### src/rtl/hcc_pkg.sv
package hcc_pkg;

  localparam int DATA_W  = 8;
  localparam int TOTAL_W = 32;
  localparam int CODE_W  = 32;
  localparam int DEPTH_W = 8;

  localparam logic [2:0] ACT_COUNT  = 3'd0;
  localparam logic [2:0] ACT_BUILD  = 3'd1;
  localparam logic [2:0] ACT_ENCODE = 3'd2;
  localparam logic [2:0] ACT_FLUSH  = 3'd3;
  localparam logic [2:0] ACT_DECODE = 3'd4;

  localparam logic [2:0] KIND_BYTE   = 3'd0;
  localparam logic [2:0] KIND_SYMBOL = 3'd1;
  localparam logic [2:0] KIND_BUILT  = 3'd2;
  localparam logic [2:0] KIND_TOTAL  = 3'd3;
  localparam logic [2:0] KIND_ERROR  = 3'd4;

  typedef struct packed {
    logic [2:0]         kind;
    logic [DATA_W-1:0]  data;
    logic [TOTAL_W-1:0] bit_total;
    logic               last;
  } hcc_result_t;

  typedef struct packed {
    logic below_b1;
    logic below_b2;
  } hcc_rank_t;

endpackage

### src/rtl/hcc_if.sv


interface hcc_out_if;
  import hcc_pkg::*;
  logic               valid;
  logic               ready;
  logic [2:0]         kind;
  logic [DATA_W-1:0]  data;
  logic [TOTAL_W-1:0] bit_total;
  logic               last;
  modport source (output valid, output kind, output data, output bit_total, output last,
                  input ready);
  modport sink (input valid, input kind, input data, input bit_total, input last,
                output ready);
endinterface

### src/rtl/hcc_out_stage.sv
module hcc_out_stage
  import hcc_pkg::*;
(
  input  logic        clk,
  input  logic        rst_n,
  input  logic        push,
  input  hcc_result_t res,
  output logic        space,
  hcc_out_if.source   out_bus
);

  logic        valid_r;
  hcc_result_t res_r;

  assign space             = !valid_r || out_bus.ready;
  assign out_bus.valid     = valid_r;
  assign out_bus.kind      = res_r.kind;
  assign out_bus.data      = res_r.data;
  assign out_bus.bit_total = res_r.bit_total;
  assign out_bus.last      = res_r.last;

  always_ff @(posedge clk) begin
    if (!rst_n) begin
      valid_r <= 1'b0;
    end else if (push) begin
      valid_r <= 1'b1;
    end else if (out_bus.ready) begin
      valid_r <= 1'b0;
    end
  end

  always_ff @(posedge clk) begin
    if (push) begin
      res_r <= res;
    end
  end

endmodule

### src/flat_wrapper.sv
// flat-port wrapper written by rule: the top's interface ports become plain ports
module hcc_out_stage_flat import hcc_pkg::*;
  (clk, rst_n, push, res, space, out_bus_valid, out_bus_kind, out_bus_data, out_bus_bit_total, out_bus_last, out_bus_ready);
  hcc_out_if out_bus_i ();
  input  logic clk;
  input  logic rst_n;
  input  logic push;
  input  hcc_result_t res;
  output logic space;
  output wire logic [$bits(out_bus_i.valid)-1:0] out_bus_valid;
  output wire logic [$bits(out_bus_i.kind)-1:0] out_bus_kind;
  output wire logic [$bits(out_bus_i.data)-1:0] out_bus_data;
  output wire logic [$bits(out_bus_i.bit_total)-1:0] out_bus_bit_total;
  output wire logic [$bits(out_bus_i.last)-1:0] out_bus_last;
  input wire logic [$bits(out_bus_i.ready)-1:0] out_bus_ready;
  assign out_bus_valid = out_bus_i.valid;
  assign out_bus_kind = out_bus_i.kind;
  assign out_bus_data = out_bus_i.data;
  assign out_bus_bit_total = out_bus_i.bit_total;
  assign out_bus_last = out_bus_i.last;
  assign out_bus_i.ready = out_bus_ready;
  hcc_out_stage u_core (.clk(clk), .rst_n(rst_n), .push(push), .res(res), .space(space), .out_bus(out_bus_i));
endmodule
### config.mk
export PLATFORM = sky130hd
export DESIGN_NAME = hcc_out_stage_flat
export DESIGN_NICKNAME = d
export VERILOG_FILES = /design/src/rtl/hcc_pkg.sv /design/src/rtl/hcc_if.sv /design/src/rtl/hcc_out_stage.sv /design/src/flat_wrapper.sv
export SDC_FILE = /design/constraint.sdc
export NUM_CORES = 1
export LEC_CHECK = 0
export BUFFER_PORTS_ARGS = -buffer_cell sky130_fd_sc_hd__buf_2
export CAP_MARGIN = 15
export CORE_UTILIZATION = 38
export CTS_BUF_LIST = sky130_fd_sc_hd__clkbuf_2
export DETAILED_ROUTE_END_ITERATION = 10
export GPL_TIMING_DRIVEN = 0
export PLACE_DENSITY = 0.73
export SLEW_MARGIN = 20
export SYNTH_ARGS = -nofsm -noshare
export SYNTH_HDL_FRONTEND = slang
export SYNTH_SLANG_ARGS = --single-unit
export TNS_END_PERCENT = 5
### constraint.sdc
create_clock -name clk -period 1.5 [get_ports clk]
set_input_delay 0.15 -clock clk [delete_from_list [all_inputs] [get_ports clk]]
set_output_delay 0.15 -clock clk [all_outputs]
set_load 0.005 [all_outputs]
# Word level (Yosys, flattened, before mapping)
# Cells that the tools add are included.
totals:
  wordCells: 10
  input_bits: 48
  ff_bits: 45
op_classes:
  mux: 2
  reduce_logical: 3
op_table:
  columns: ["op", "count"]
  rows:
  - ["two-way mux 1 bit", 2]
  - ["nonzero test 2 bit", 1]
  - ["zero test 1 bit", 1]
  - ["logical OR 1 bit", 1]

# Longest topological paths before layout
depth:
  ltp_word: 2
  ltp_mapped: 2

# Least setup slack after synthesis
# Ideal clock, no wire load.
synth_path:
  path_kind: "register to register"
  startpoint: "reg u_core.out_bus.valid (netlist name)"
  endpoint: "reg u_core.valid_r, in the netlist u_core.out_bus.valid"
  arrival_ns: 0.543
  slack_ns: 0.892
  path_buffers: 0
  t_required_ns: 1.434
  period_less_slack_ns: 0.608
  stages_incl_launch_ff: 3
  path_cell_list: "dfxtp_1 nand2b_4 a21boi_2"
synth_lines:
  columns: ["item", "line_no", "source"]
  rows:
  - ["to (signal assigned)", "hcc_out_stage.sv:24", "valid_r <= 1'b0;"]
  - ["to (signal assigned)", "hcc_out_stage.sv:26", "valid_r <= 1'b1;"]
  - ["to (signal assigned)", "hcc_out_stage.sv:28", "valid_r <= 1'b0;"]
  - ["to (decl)", "hcc_out_stage.sv:12", "logic valid_r;"]

# Final worst setup path
layout_path:
  startpoint: "in push"
  endpoint: "reg u_core.valid_r, in the netlist u_core.out_bus.valid"
layout_via:
  elab_chain_len: 1
  word_cells_on_any_way: 2
  classes_between: "1 x mux; 1 x reduce/logical"
layout_lines:
  columns: ["item", "line_no", "source"]
  rows:
  - ["from (decl)", "flat_wrapper.sv:7", "input logic push;"]
  - ["two-way mux 1 bit / nonzero test 2 bit (equally long branches)", null, null]
# Several ways; a longest one is shown, not always the timed one.
# A chain may end at the register's enable or synchronous reset.

==> key figures <==
Final layout
  • FILL cells: 218
  • Final nets: roughly 240
  • Storage element area: 1340 um2
  • Non-filler cells, final: 241
  • Multi-input gate area: 25.0 um2
  • Inserted Diodes: 0
  • Area grow syn2layout: 74.9%
  • Ratio of cells with drive above 1 in the final layout: 52.3%

Clock network
  • Clock Path Buffers: 2
  • H-tree Lvls: 2
  • Post-CTS Setup Inserts: 0
  • TritonCTS buffer count: 5
  • Hold-fix buffers, CTS: 46
  • CTS Root Cell: clkbuf_2
  • CTS tree: yes
  • Clk sinks: 45
  • Reg clk slew, reported paths: 0.25 ns
  • Clk Latency, worst-skew pair: 0.41 ns
  • Post_cts resized: 0

Timing
  • Maximum clock frequency: 742 MHz
  • Max-slew headroom: a little over a third
  • Clock Skews: 0 ns
  • Min cycle time layout: 1.35 ns
  • Final Slew Violations: 0
  • Hold WS: 0.410 ns
  • Setup TNS: 0 ns
  • Worst-Margin Slew: approximately 0.96 ns
  • # setup viols final: 0
  • Tcrit/Tclk final: 89.9%
  • Fin. Hold Viols: 0
  • Unrepaired setup endpoints after global routing: false

Synthesis
  • Post-synth cell types: 5
  • Synth area leaders: edfxtp_1 (96%), dfxtp_1 (1.5%), nand2b_4 (1.0%)
  • Async set or reset register ratio after synthesis: 0%
  • Cell Area, Synth: 1370 um2
  • Top cell type's share of synthesized area: 96.4%
  • Register area share after synthesis: a little over nine tenths
  • Post-synth top area cell: edfxtp_1
  • Most used DFF post-synth: edfxtp_1
  • Syn Area/Cell: roughly 29 um2
  • Syn Inst Count: 48
  • Top-count cell post-synth: edfxtp_1
  • Post-synth EDFFs: 44
  • Yosys reg bits: 45
  • Synthesis warning total: 0
  • Syn_nets: 96
  • Synth top cells by count: edfxtp_1 (44), a21boi_2 (1), dfxtp_1 (1), inv_1 (1), nand2b_4 (1)

Floorplanning
  • Initial Utilization: just over 40%
  • Rows: 21
  • Die X: 62.0 um
  • Die height: 62.0 um
  • Io pins: 94
  • Die Area: just under 4000 um2
  • Core area: 3390 um2

Power and ir drop
  • Switching share of power: 23.1%
  • Clock Power Share: 21.8%
  • VDD IR max: 0.000733 V
  • Combinational Power Share: 12.8%
  • Psw: 0.535 mW
  • Pint: 1.78 mW
  • Pwr dens: 968 nW/um2
  • Static leakage: 1.04 nW
  • Sequential power share: 65.4%
  • Overall power: 2.32 mW

Setup path
  • Reg-to-reg setup timing slack: 0.28 ns
  • FF-to-FF Start: u_core.out_bus.valid$_SDFFE_PN0P_
  • Arrival @ worst endpoint: 1.73 ns
  • CP max FO: 45
  • CP Launch Type: input port
  • Worst path required time: roughly 1.9 ns
  • Reg-to-Reg End: u_core.out_bus.valid$_SDFFE_PN0P_
  • Reg2Reg Depth: 3
  • Worst Setup End Kind: register
  • Critical path type: input port to register

Drt
  • DR pass1 iterations: 4
  • Final Routed Wirelength: 3.65 mm
  • Drt drc: 0
  • ANT nets after route: 0
  • Routed via count: 1,038
  • DRT iter0 DRCs: 51
  • Routed vias/inst: 4.31
  • Drt wl/cell: 15.1 um

Job
  • Max-cap violations: 0

Global routing
  • Largest net degree at the start of global routing: 46
  • Number of global-route vias before repair: 1,091
  • Initial antenna violation count: 0
  • Global-route wire length before repair: 5.00 mm
  • Congestion Overflow GR: 0
  • GRT Resource Usage Total: 20.2%

Worst hold path
  • Hold-critical path depth: 1
  • Hold Crit Class: input port to register
  • Min-delay src: push
  • Min-Delay Endpoint: u_core.out_bus.bit_total[16]$_DFFE_PP_

Placement
  • GP Congestion: roughly 0.7
  • Placed cells: about 190
  • Port bufs: between 90 and 100

Status
  • Status: complete, no violations
[logic make-up after synthesis]
| logic type | after synthesis | share of synthesized area, % |
|---|---|---|
| AOI/OAI and AO/OA | 1 | 0.822 |
| buffers and inverters | 1 | 0.274 |
| DFF | 45 | 97.9 |
| and+or+nand+nor | 1 | 1.00 |
[worst max path at each step]
| stage | startpoint | to | slack (ns) | cells past startpoint |
|---|---|---|---|---|
| final | push | u_core.out_bus.valid$_SDFFE_PN0P_ | 0.15 | 4 |
| after global routing | push | u_core.out_bus.valid$_SDFFE_PN0P_ | 0.11 | 4 |
| after CTS | push | u_core.out_bus.valid$_SDFFE_PN0P_ | 0.18 | 4 |
| after detailed placement | push | u_core.out_bus.bit_total[31]$_DFFE_PP_ | 0.22 | 1 |
| after global placement | push | u_core.out_bus.bit_total[15]$_DFFE_PP_ | 0.28 | 1 |
| after floorplan | u_core.out_bus.valid$_SDFFE_PN0P_ | u_core.out_bus.valid$_SDFFE_PN0P_ | 0.89 | 2 |
[cell type report]
cell class              instances  area share, %
clock buffers                   5           1.04
clock inverters                 3          0.731
inverters                       1          0.157
multi-input cells               2           1.04
flip-flops and latches         45           56.0
well taps                      46           2.40
repair buffers                139           38.6
[metal layers]
layer / global-route usage (%) / up-vias / part of all wire (%)
met5: 0 / - / 0
met4: 13.7 / 0 / 2.5
met3: 7.87 / 9 / 9.2
met2: 34.3 / 67 / 54
met1: 20.3 / 480 / 34
li1: - / 482 / -
[power by group through the flow]
stage / logic (mW) / registers, mW / clock network [mW]
floorplan: 0.00548 / 1.56 / 0
global placement: 0.191 / 1.54 / 0
detailed placement: 0.198 / 1.54 / 0
CTS: 0.290 / 1.51 / 0.503
global route: 0.323 / 1.53 / 0.573
finish: 0.297 / 1.52 / 0.506
[critical path, stage by stage]
cell	delay, ns
buf_2	0.72
inv_1	0.13
a21boi_2	0.15
dlygate4sd3_1	0.56
[per-stage QoR]
stage | util, % | area [um2] | setup slack, ns
2_1_floorplan | - | 1370 | 0.892
3_3_place_gp | 55.9 | 1890 | 0.278
3_5_place_dp | 55.9 | 1890 | 0.218
4_1_cts | 70.7 | 2400 | 0.175
5_1_grt | 70.7 | 2400 | 0.110
6_report | 70.7 | 2400 | 0.152
[cells in the final DEF, fill, tap and decap left out]
cell	netlist	layout
a21boi_2	1	1
dfxtp_1	1	1
edfxtp_1	44	44
clkinv_2	0	1
clkinv_4	0	1
buf_2	0	93
clkinv_1	0	1
nand2b_4	1	1
dlygate4sd3_1	0	46
inv_1	1	1
clkbuf_2	0	5
[sequential cells by signal, summed over array words and instances (netlist names)]
signal	cells
u_core.out_bus.bit_total	32
u_core.out_bus.data	8
u_core.out_bus.kind	3
u_core.out_bus.last	1
u_core.out_bus.valid	1
(Power assumes the default switching activity.)
