--- config.mk ---
export PLATFORM = sky130hd
export DESIGN_NAME = hcc_keycmp
export DESIGN_NICKNAME = d
export VERILOG_FILES = /design/src/rtl/hcc_pkg.sv /design/src/rtl/hcc_keycmp.sv
export SDC_FILE = /design/constraint.sdc
export NUM_CORES = 1
export LEC_CHECK = 0
export BUFFER_PORTS_ARGS = -buffer_cell sky130_fd_sc_hd__buf_2
export CORE_MARGIN = 1
export CORE_UTILIZATION = 40
export DETAILED_ROUTE_END_ITERATION = 16
export PLACE_DENSITY = 0.76
export SLEW_MARGIN = 5
export SYNTH_ARGS = -nofsm -noshare
export SYNTH_HDL_FRONTEND = slang
export SYNTH_SLANG_ARGS = --single-unit
--- constraint.sdc ---
create_clock -name vclk -period 1.9
set_input_delay 0 -clock vclk [all_inputs]
set_output_delay 0 -clock vclk [all_outputs]
set_load 0.005 [all_outputs]
--- src/rtl/hcc_pkg.sv ---
package hcc_pkg;

  localparam int DATA_W  = 8;
  localparam int TOTAL_W = 32;
  localparam int CODE_W  = 32;
  localparam int DEPTH_W = 8;

  localparam logic [2:0] ACT_COUNT  = 3'd0;
  localparam logic [2:0] ACT_BUILD  = 3'd1;
  localparam logic [2:0] ACT_ENCODE = 3'd2;
  localparam logic [2:0] ACT_FLUSH  = 3'd3;
  localparam logic [2:0] ACT_DECODE = 3'd4;

  localparam logic [2:0] KIND_BYTE   = 3'd0;
  localparam logic [2:0] KIND_SYMBOL = 3'd1;
  localparam logic [2:0] KIND_BUILT  = 3'd2;
  localparam logic [2:0] KIND_TOTAL  = 3'd3;
  localparam logic [2:0] KIND_ERROR  = 3'd4;

  typedef struct packed {
    logic [2:0]         kind;
    logic [DATA_W-1:0]  data;
    logic [TOTAL_W-1:0] bit_total;
    logic               last;
  } hcc_result_t;

  typedef struct packed {
    logic below_b1;
    logic below_b2;
  } hcc_rank_t;

endpackage

--- src/rtl/hcc_keycmp.sv ---
module hcc_keycmp
  import hcc_pkg::*;
#(
  parameter int WW = 40,
  parameter int TW = 8
) (
  input  logic [WW-1:0] new_w,
  input  logic [TW-1:0] new_tb,
  input  logic          b1_v,
  input  logic [WW-1:0] b1_w,
  input  logic [TW-1:0] b1_tb,
  input  logic          b2_v,
  input  logic [WW-1:0] b2_w,
  input  logic [TW-1:0] b2_tb,
  output hcc_rank_t     rank
);

  always_comb begin
    rank.below_b1 = !b1_v || (new_w < b1_w) || ((new_w == b1_w) && (new_tb < b1_tb));
    rank.below_b2 = !b2_v || (new_w < b2_w) || ((new_w == b2_w) && (new_tb < b2_tb));
  end

endmodule

## After elaboration in Yosys (flattened, before gate mapping)

Index checks and enable logic that the tools add are counted.

| operators by class | value |
|---|---|
| bitwise gates (word level) | 0 |
| shifts and indexed selects | 0 |
| eq/ne operators | 2 |
| div/mod/pow operators | 0 |
| reduce and logical (&&, ||, !) cells | 8 |
| add/subtract/negate cells | 0 |
| magnitude comparators | 4 |
| mux-type cells | 0 |
| $mul | 0 |

Operator list:

| kind | count |
|---|---|
| $eq 40x40->1 | 2 |
| $lt 40x40->1 | 2 |
| $lt 8x8->1 | 2 |
| $logic_or 1x1->1 | 4 |
| $logic_and 1x1->1 | 2 |
| $logic_not 1->1 | 2 |

| word-level totals | value |
|---|---|
| register bits | 0 |
| word-level logic and storage cells | 14 |
| output and inout port bits | 2 |
| RAM bits | 0 |
| ROM bits | 0 |
| memories | 0 |
| latch bits | 0 |
| bits of input ports | 146 |

## Depth between registers and ports, before layout

Gate-level depths: netlist (run 1).

| depth | value |
|---|---|
| depth after elaboration | 3 |
| mapped depth | 8 |
| mapped depth without buffers | 8 |

## Worst setup path before layout (run 1)

No wires, ideal clock.

| timing path | value |
|---|---|
| kind | in2out |
| start | in b2_w[38] |
| end | out rank[0] in the netlist's numbering |
| data arrival time | 1.573 ns |
| stages | 8 |
| buffers on the path | 0 |
| required time | 1.900 ns |
| slack | 0.327 ns |
| cell sequence | inv_1 ha_1 nand4_2 nor4_2 nand2_1 or4b_1 nand3b_1 o211ai_1 |

RTL lines:

| what | RTL line | source |
|---|---|---|
| start: declaration | hcc_keycmp.sv:13 | `input logic [WW-1:0] b2_w,` |
| end: declaration | hcc_keycmp.sv:15 | `output hcc_rank_t rank` |

==> flow_metrics.env, run 1 <==
export IMPL_status="finished, final reports clean"
export IMPL_end_kind="output port"
export IMPL_worstMarginPinSlew_ns=0.5851
export IMPL_fmax_mhz=550.1
export IMPL_dieArea_um2=6150
export IMPL_num_vias=2804
export IMPL_hold_slack_ns=0.2733
export IMPL_synth_compound_area_share_pct=19.66
export IMPL_slowest_delay_ns=0.50
export IMPL_ant_nets=0
export IMPL_dpl_worst_slack_ns=-0.06691
export IMPL_grt_pass1_vias=2701
export IMPL_synth_simple_area_share_pct=15.05
export IMPL_synth_fa_ha_area_share_pct=50.35
export IMPL_setup_violations=0
export IMPL_worstPathArrival_ns=1.82
export IMPL_area_growth_pct=49.06
export IMPL_synth_area_mux_share_pct=0
export IMPL_antenna_found_initial=0
export IMPL_synth_nets=565
export IMPL_drt_wl_total_um=7118
export IMPL_setup_slack_ns=0.08208
export IMPL_start_util_pct=41.91
export IMPL_grt_use_total_pct=21.51
export IMPL_fin_cells=556
export IMPL_num_nets_final=726
export IMPL_slew_viol_final=0
export IMPL_die_x_um=78.42
export IMPL_crit_path_max_fanout=2
export IMPL_avgSynthCellArea_um2=7.188
export IMPL_dpl_instance_area_um2=3227
export IMPL_critPathSlowestCell="or4b_4"
export IMPL_synthXorXnorAreaFrac_pct=0
export IMPL_rows=27
export IMPL_io_pins=148
export IMPL_synth_top_family_by_area="adder cells"
export IMPL_yosys_warnings=0
export IMPL_ir_drop_v=0.0001098
export IMPL_cap_viol_max_count=0
export IMPL_crit_top_cell="buf_2"
export IMPL_maxSlewHeadroom_pct=59.99
export IMPL_crit_path_start_kind="primary input"
export IMPL_yosys_area_top_type="ha_1"
export IMPL_mostFrequentLayoutCells="buf_2 (136), inv_1 (85), ha_1 (85)"
export IMPL_gp_congestion=0.8431
export IMPL_hold_path_class="primary input to output port"
export IMPL_yosysSeqAreaShare_pct=0
export IMPL_power_density_nw_per_um2=191.3
export IMPL_synth_cell_types=31
export IMPL_port_buffers=148
export IMPL_synth_area_um2=2336
export IMPL_nClkBuffers=0
export IMPL_stdcell_area_um2=3482
export IMPL_layout_drive_gt1_share_pct=38.22
export IMPL_fin_crit_sh_pct=95.68
export IMPL_core_um2=5574
export IMPL_synth_cells=325
export IMPL_drtPass1Iterations=4
export IMPL_hpwlAfterDp_um=6169
export IMPL_leakagePower_nw=2.128
export IMPL_dp_cells=553
export IMPL_gr_total_overflow=0
export IMPL_crit_required_ns=1.90
export IMPL_crit_chain="buf_2 -> inv_2 -> ha_4 -> nand4_4 -> nor4_4 -> nand2_1 -> or4b_4 -> nand3b_1 -> o211ai_1 -> buf_2"
export IMPL_vias_per_cell=5.043
export IMPL_hold_violations=0
export IMPL_regArea_um2=0
export IMPL_avgRoutedWirePerCell_um=12.80
export IMPL_synth_top_cells_by_area="ha_1 (50%), inv_1 (15%), a21oi_1 (7.3%)"
export IMPL_final_util_pct=62.47
export IMPL_final_common_cell="buf_2"
export IMPL_grt_pass1_wl_um=10920
export IMPL_diodes=0
export IMPL_grt_max_degree=4
export IMPL_synth_top_area_share_pct=50.35
export IMPL_fillers=517
export IMPL_drc=0
export IMPL_drt_iter0_drc=40
export IMPL_chipHeight_um=78.42
export IMPL_post_route_min_period_ns=1.818
export IMPL_seq_cells=0
export IMPL_critPathKind="primary input to output port"
[cell type report]
type,instances,area [um^2],area share (%)
multi-input cells,232,2145,61.59
inverters,93,349.1,10.03
repair buffers,159,898.4,25.80
well taps,72,90.09,2.587
[metrics by stage]
step / TNS (ns) / total power [W]
after floorplan: 0 / 0.0003224
after global placement: 0 / 0.0005747
after detailed placement: -0.06691 / 0.0005978
after CTS: 0 / 0.0006239
after global routing: -0.01485 / 0.0007599
final: 0 / 0.0006662
[worst max-delay path, delay by kind of cell]
| family | cells | cell delay, ns |
|---|---|---|
| AO/OA/AOI/OAI | 1 | 0.10 |
| buffers and inverters | 3 | 0.28 |
| adder cells (fa/ha/maj) | 1 | 0.27 |
| AND/OR/NAND/NOR | 5 | 1.16 |
[cells in the mapped netlist, types with 3 or more instances]
master     number
ha_1           94
inv_1          93
a21oi_1        34
nand2_1        18
nand3_1        13
nand4_1        13
o21ai_0        10
a21o_1          6
nor2_1          5
o211ai_1        5
a2111oi_0       3
a211oi_1        3
a21boi_0        3
[worst paths after layout]
kind | depth (start not counted) | from | end | slack (ns)
hold / removal | 3 | b2_v | rank[0] | 0.27
setup / recovery | 10 | b2_w[37] | rank[0] | 0.08
[layer usage]
| metal | GRT usage, % | vias to the layer above | part of all wire, % |
|---|---|---|---|
| li1 | - | 1460 | - |
| met1 | 25.59 | 1227 | 42 |
| met2 | 42.28 | 105 | 50 |
| met3 | 1.395 | 12 | 5.6 |
| met4 | 3.148 | 0 | 1.9 |
| met5 | 0 | - | 0 |
[power breakdown]
group / switching (W) / leakage (nW) / internal, W
logic: 0.000322 / 2.13 / 0.000344
clock network: 0 / 0 / 0
registers: 0 / 0 / 0
[what timing repair did]
item,in CTS,in global routing
pin swaps,8,10
buffers inserted,3,0
endpoints found under the setup margin,1,2
hold buffers,0,0
resized for setup,20,24
[logic make-up after synthesis]
group                      Yosys count
buffers and inverters               93
adders and majority gates           94
and+or+nand+nor                     64
AOI/OAI and AO/OA                   74
Note: power is estimated with default switching activity, not from simulation.
==> inputs of run 2 (changes only) <==
--- a/config.mk
+++ b/config.mk
@@ -6,10 +6,12 @@
 export NUM_CORES = 1
 export LEC_CHECK = 0
 export BUFFER_PORTS_ARGS = -buffer_cell sky130_fd_sc_hd__buf_2
+export CELL_PAD_IN_SITES_DETAIL_PLACEMENT = 1
+export CELL_PAD_IN_SITES_GLOBAL_PLACEMENT = 1
 export CORE_MARGIN = 1
-export CORE_UTILIZATION = 40
+export CORE_UTILIZATION = 30
 export DETAILED_ROUTE_END_ITERATION = 16
-export PLACE_DENSITY = 0.76
+export PLACE_DENSITY_LB_ADDON = 0.1
 export SLEW_MARGIN = 5
 export SYNTH_ARGS = -nofsm -noshare
 export SYNTH_HDL_FRONTEND = slang
==> run 2 against run 1 <==
Against the previous run:
- sequential share of layout area unchanged
- fmax decreased by 3.3%
- utilization decreased by 15 points
- non-clock buffer count increased by 5
- global-route usage decreased by 3.7 points
- largest cell class unchanged
- highest routed layer is now met3
==> flow_metrics.env, run 2 (synthesis gave the netlist of run 1 again) <==
export IMPL_status="finished, final reports clean"
export IMPL_crit_path_start_kind="primary input"
export IMPL_die_x_um=90.24
export IMPL_num_vias=2786
export IMPL_ir_drop_v=0.00006990
export IMPL_antenna_found_initial=0
export IMPL_crit_path_max_fanout=2
export IMPL_mostFrequentLayoutCells="buf_2 (146), inv_1 (93), ha_1 (85)"
export IMPL_regArea_um2=0
export IMPL_dieArea_um2=8143
export IMPL_end_kind="output port"
export IMPL_rsz0062_at_grt="true"
export IMPL_chipHeight_um=90.24
export IMPL_critPathKind="primary input to output port"
export IMPL_rows=31
export IMPL_grt_max_degree=4
export IMPL_grt_pass1_wl_um=12360
export IMPL_area_growth_pct=49.65
export IMPL_cts_hold_buffers=0
export IMPL_diodes=0
export IMPL_layout_drive_gt1_share_pct=36.81
export IMPL_gp_congestion=0.8927
export IMPL_maxSlewHeadroom_pct=69.70
export IMPL_final_common_cell="buf_2"
export IMPL_setup_violations=0
export IMPL_port_buffers=148
export IMPL_nClkBuffers=0
export IMPL_crit_required_ns=1.90
export IMPL_min_path_cells=3
export IMPL_slew_viol_final=0
export IMPL_worstPathArrival_ns=1.88
export IMPL_drt_wl_total_um=7365
export IMPL_hold_path_class="primary input to output port"
export IMPL_final_setup_tns_ns=0
export IMPL_seq_cells=0
export IMPL_fin_cells=588
export IMPL_dp_cells=587
export IMPL_power_density_nw_per_um2=187.6
export IMPL_cap_viol_max_count=0
export IMPL_grt_pass1_vias=2920
export IMPL_grt_use_total_pct=17.84
export IMPL_drt_iter0_drc=9
export IMPL_fin_crit_sh_pct=98.99
export IMPL_ant_nets=0
export IMPL_drtPass1Iterations=4
export IMPL_post_route_min_period_ns=1.881
export IMPL_vias_per_cell=4.738
export IMPL_fmax_mhz=531.7
export IMPL_hpwlAfterDp_um=6946
export IMPL_start_util_pct=31.53
export IMPL_core_um2=7408
export IMPL_num_nets_final=731
export IMPL_leakagePower_nw=2.144
export IMPL_worstMarginPinSlew_ns=0.4430
export IMPL_hold_slack_ns=0.2752
export IMPL_avgRoutedWirePerCell_um=12.53
export IMPL_io_pins=148
export IMPL_gr_total_overflow=0
export IMPL_critical_path_endpoint="rank[0]"
export IMPL_critPathLaunch="b2_w[36]"
export IMPL_hold_violations=0
export IMPL_drc=0
[run 2: timing repair]
action / in CTS / in global routing
pin swaps: 6 / 5
gates resized for setup: 8 / 14
buffers inserted: 1 / 0
endpoints found under the setup margin: 2 / 2
[run 2: worst min path at each step]
| stage | slack, ns | from | endpoint |
|---|---|---|---|
| finish | 0.28 | b1_v | rank[1] |
| global route | 0.31 | b1_v | rank[1] |
| CTS | 0.28 | b1_v | rank[1] |
| detailed placement | 0.28 | b1_v | rank[1] |
| global placement | 0.27 | b1_v | rank[1] |
| floorplan | 0.07 | b2_v | rank[0] |
[run 2: per-stage QoR]
stage | total power (W) | cell area [um^2] | util [%] | setup WS, ns
2_1_floorplan | 0.0003224 | 2336 | - | 0.3275
3_3_place_gp | 0.0005960 | 3313 | 44.72 | -0.06453
3_5_place_dp | 0.0006237 | 3313 | 44.72 | -0.07439
4_1_cts | 0.0006466 | 3395 | 45.82 | -0.00006350
5_1_grt | 0.0007652 | 3496 | 47.19 | -0.1129
6_report | 0.0006558 | 3496 | 47.19 | 0.01917
[run 2: power by group]
part           switching [W]  internal [W]  leakage [nW]
Sequential                 0             0             0
Combinational       0.000317      0.000339          2.14
Clock                      0             0             0
Total               0.000317      0.000339          2.14
[run 2: cell type report]
class / instances / area, um^2
Fill cell: 1025 / 3913
Inverter: 93 / 349.1
Multi-Input combinational cell: 232 / 2138
Tap cell: 99 / 123.9
Timing Repair Buffer: 164 / 884.6
[run 2: routing by layer]
metal / wire (um) / global-route usage, %
met5: 0 / 0
met4: 0 / 0
met3: 452 / 2.284
met2: 3585 / 34.16
met1: 3327 / 22.27
[run 2: worst max-delay path, cell delays in order]
cell and delay (ns):
buf_2 0.08, inv_1 0.03, ha_1 0.28, nand4_2 0.14
nor4_4 0.33, nand2_1 0.11, or4b_4 0.50, nand3b_1 0.17
o211ai_1 0.09, buf_2 0.14
==> inputs of run 3 (changes only) <==
==> constraint.sdc (replaced) <==
create_clock -name vclk -period 1.9
set_input_delay 0.095 -clock vclk [all_inputs]
set_output_delay 0.095 -clock vclk [all_outputs]
set_load 0.005 [all_outputs]
==> run 3 against run 2 <==
Against the previous run:
- the run now ends with negative setup slack left
- utilization is 5.1 points higher
- clock-buffer cell count is the same
- routed wire length grew 11%
- total power up 15%
- hold slack gained 0.20 ns
- worst setup slack lost 0.16 ns
- final cell count increased by 4.1%
- via count grew 4.9%
- critical endpoint unchanged
- largest cell class unchanged
- highest routed layer is now met4
==> flow_metrics.env, run 3 (synthesis gave the netlist of run 1 again) <==
export IMPL_status="complete, but fails checks"
export IMPL_violations="negative setup slack"
export IMPL_ir_drop_v=0.00007799
export IMPL_slowest_delay_ns=0.50
export IMPL_area_growth_pct=65.77
export IMPL_start_util_pct=31.53
export IMPL_crit_required_ns=1.80
export IMPL_die_x_um=90.24
export IMPL_setup_slack_ns=-0.1416
export IMPL_fmax_mhz=489.8
export IMPL_avgRoutedWirePerCell_um=13.38
export IMPL_cts_hold_buffers=0
export IMPL_num_nets_final=754
export IMPL_core_um2=7408
export IMPL_power_density_nw_per_um2=194.2
export IMPL_worstPathArrival_ns=1.95
export IMPL_mostFrequentLayoutCells="buf_2 (137), inv_1 (88), ha_1 (77)"
export IMPL_crit_path_start_kind="primary input"
export IMPL_grt_pass1_wl_um=13540
export IMPL_fin_cells=612
export IMPL_regArea_um2=0
export IMPL_slew_viol_final=0
export IMPL_chipHeight_um=90.24
export IMPL_cap_viol_max_count=0
export IMPL_layout_drive_gt1_share_pct=43.16
export IMPL_hold_violations=0
export IMPL_io_pins=148
export IMPL_num_vias=2923
export IMPL_grt_max_degree=4
export IMPL_hold_slack_ns=0.4784
export IMPL_gr_total_overflow=0
export IMPL_dp_cells=601
export IMPL_grt_use_total_pct=19.83
export IMPL_rows=31
export IMPL_end_kind="output port"
export IMPL_rsz0062_at_grt="true"
export IMPL_vias_per_cell=4.776
export IMPL_crit_chain="buf_6 -> ha_4 -> nand4_4 -> nor4_4 -> nand2_1 -> or4b_4 -> nand3b_1 -> o211ai_1 -> buf_2"
export IMPL_fin_crit_sh_pct=107.5
export IMPL_gp_congestion=0.8776
export IMPL_grt_pass1_vias=3097
export IMPL_hold_path_class="primary input to output port"
export IMPL_critPathKind="primary input to output port"
export IMPL_final_common_cell="buf_2"
export IMPL_drt_wl_total_um=8190
export IMPL_worstMarginPinSlew_ns=0.5801
export IMPL_drtPass1Iterations=4
export IMPL_final_setup_tns_ns=-0.2445
export IMPL_seq_cells=0
export IMPL_port_buffers=148
export IMPL_fillers=972
export IMPL_drc=0
export IMPL_nClkBuffers=0
export IMPL_post_route_min_period_ns=2.042
export IMPL_critPathSlowestCell="or4b_4"
export IMPL_setup_violations=2
export IMPL_ant_nets=0
export IMPL_crit_path_max_fanout=2
export IMPL_leakagePower_nw=2.270
export IMPL_dieArea_um2=8143
export IMPL_maxSlewHeadroom_pct=60.32
export IMPL_antenna_found_initial=1
export IMPL_hpwlAfterDp_um=7157
export IMPL_drt_iter0_drc=32
export IMPL_multi_input_area_um2=2266
[run 3: final timing paths]
| path | start | slack (ns) | depth (start not counted) | to |
|---|---|---|---|---|
| max | new_w[39] | -0.14 | 9 | rank[0] |
| min | b1_v | 0.48 | 3 | rank[1] |
[run 3: layout make-up]
| class | count | area share (%) |
|---|---|---|
| Antenna cell | 1 | 0.06462 |
| Timing Repair Buffer | 187 | 29.14 |
| Multi-Input combinational cell | 232 | 58.51 |
| Inverter | 93 | 9.079 |
| Tap cell | 99 | 3.199 |
[run 3: per-stage QoR]
stage | util [%] | setup WS (ns) | instance area, um^2 | power, W
2_1_floorplan | - | 0.1375 | 2336 | 0.0003224
3_3_place_gp | 46.14 | -0.2561 | 3418 | 0.0006217
3_5_place_dp | 46.14 | -0.3221 | 3418 | 0.0006530
4_1_cts | 50.11 | -0.1852 | 3712 | 0.0007199
5_1_grt | 52.27 | -0.2869 | 3872 | 0.0008598
6_report | 52.27 | -0.1416 | 3872 | 0.0007521
[run 3: metal layers]
metal	vias up	global-route usage [%]	share of wire [%]
li1	1517	-	-
met1	1304	23.84	43
met2	94	38.74	50
met3	8	2.200	5.3
met4	0	1.344	1.7
met5	-	0	0
[run 3: critical path: cells and delay by family]
kind | cells | cell delay (ns)
simple gates | 5 | 1.21
fa+ha+maj | 1 | 0.27
compound gates | 1 | 0.12
buf+inv | 2 | 0.25
[run 3: power breakdown]
| part | total [W] | leakage, nW | internal, W | switching [W] |
|---|---|---|---|---|
| Clock | 0.0000000000705 | 0.00000634 | 0.0000000000704 | 0 |
| Sequential | 0 | 0 | 0 | 0 |
| Combinational | 0.000752 | 2.27 | 0.000401 | 0.000351 |
[run 3: timing repair]
item,CTS,global route
buffers inserted,8,2
endpoints found under the setup margin,2,2
endpoints found under the hold margin,0,0
gates resized for setup,35,22
gates cloned,0,0
pin swaps,12,5
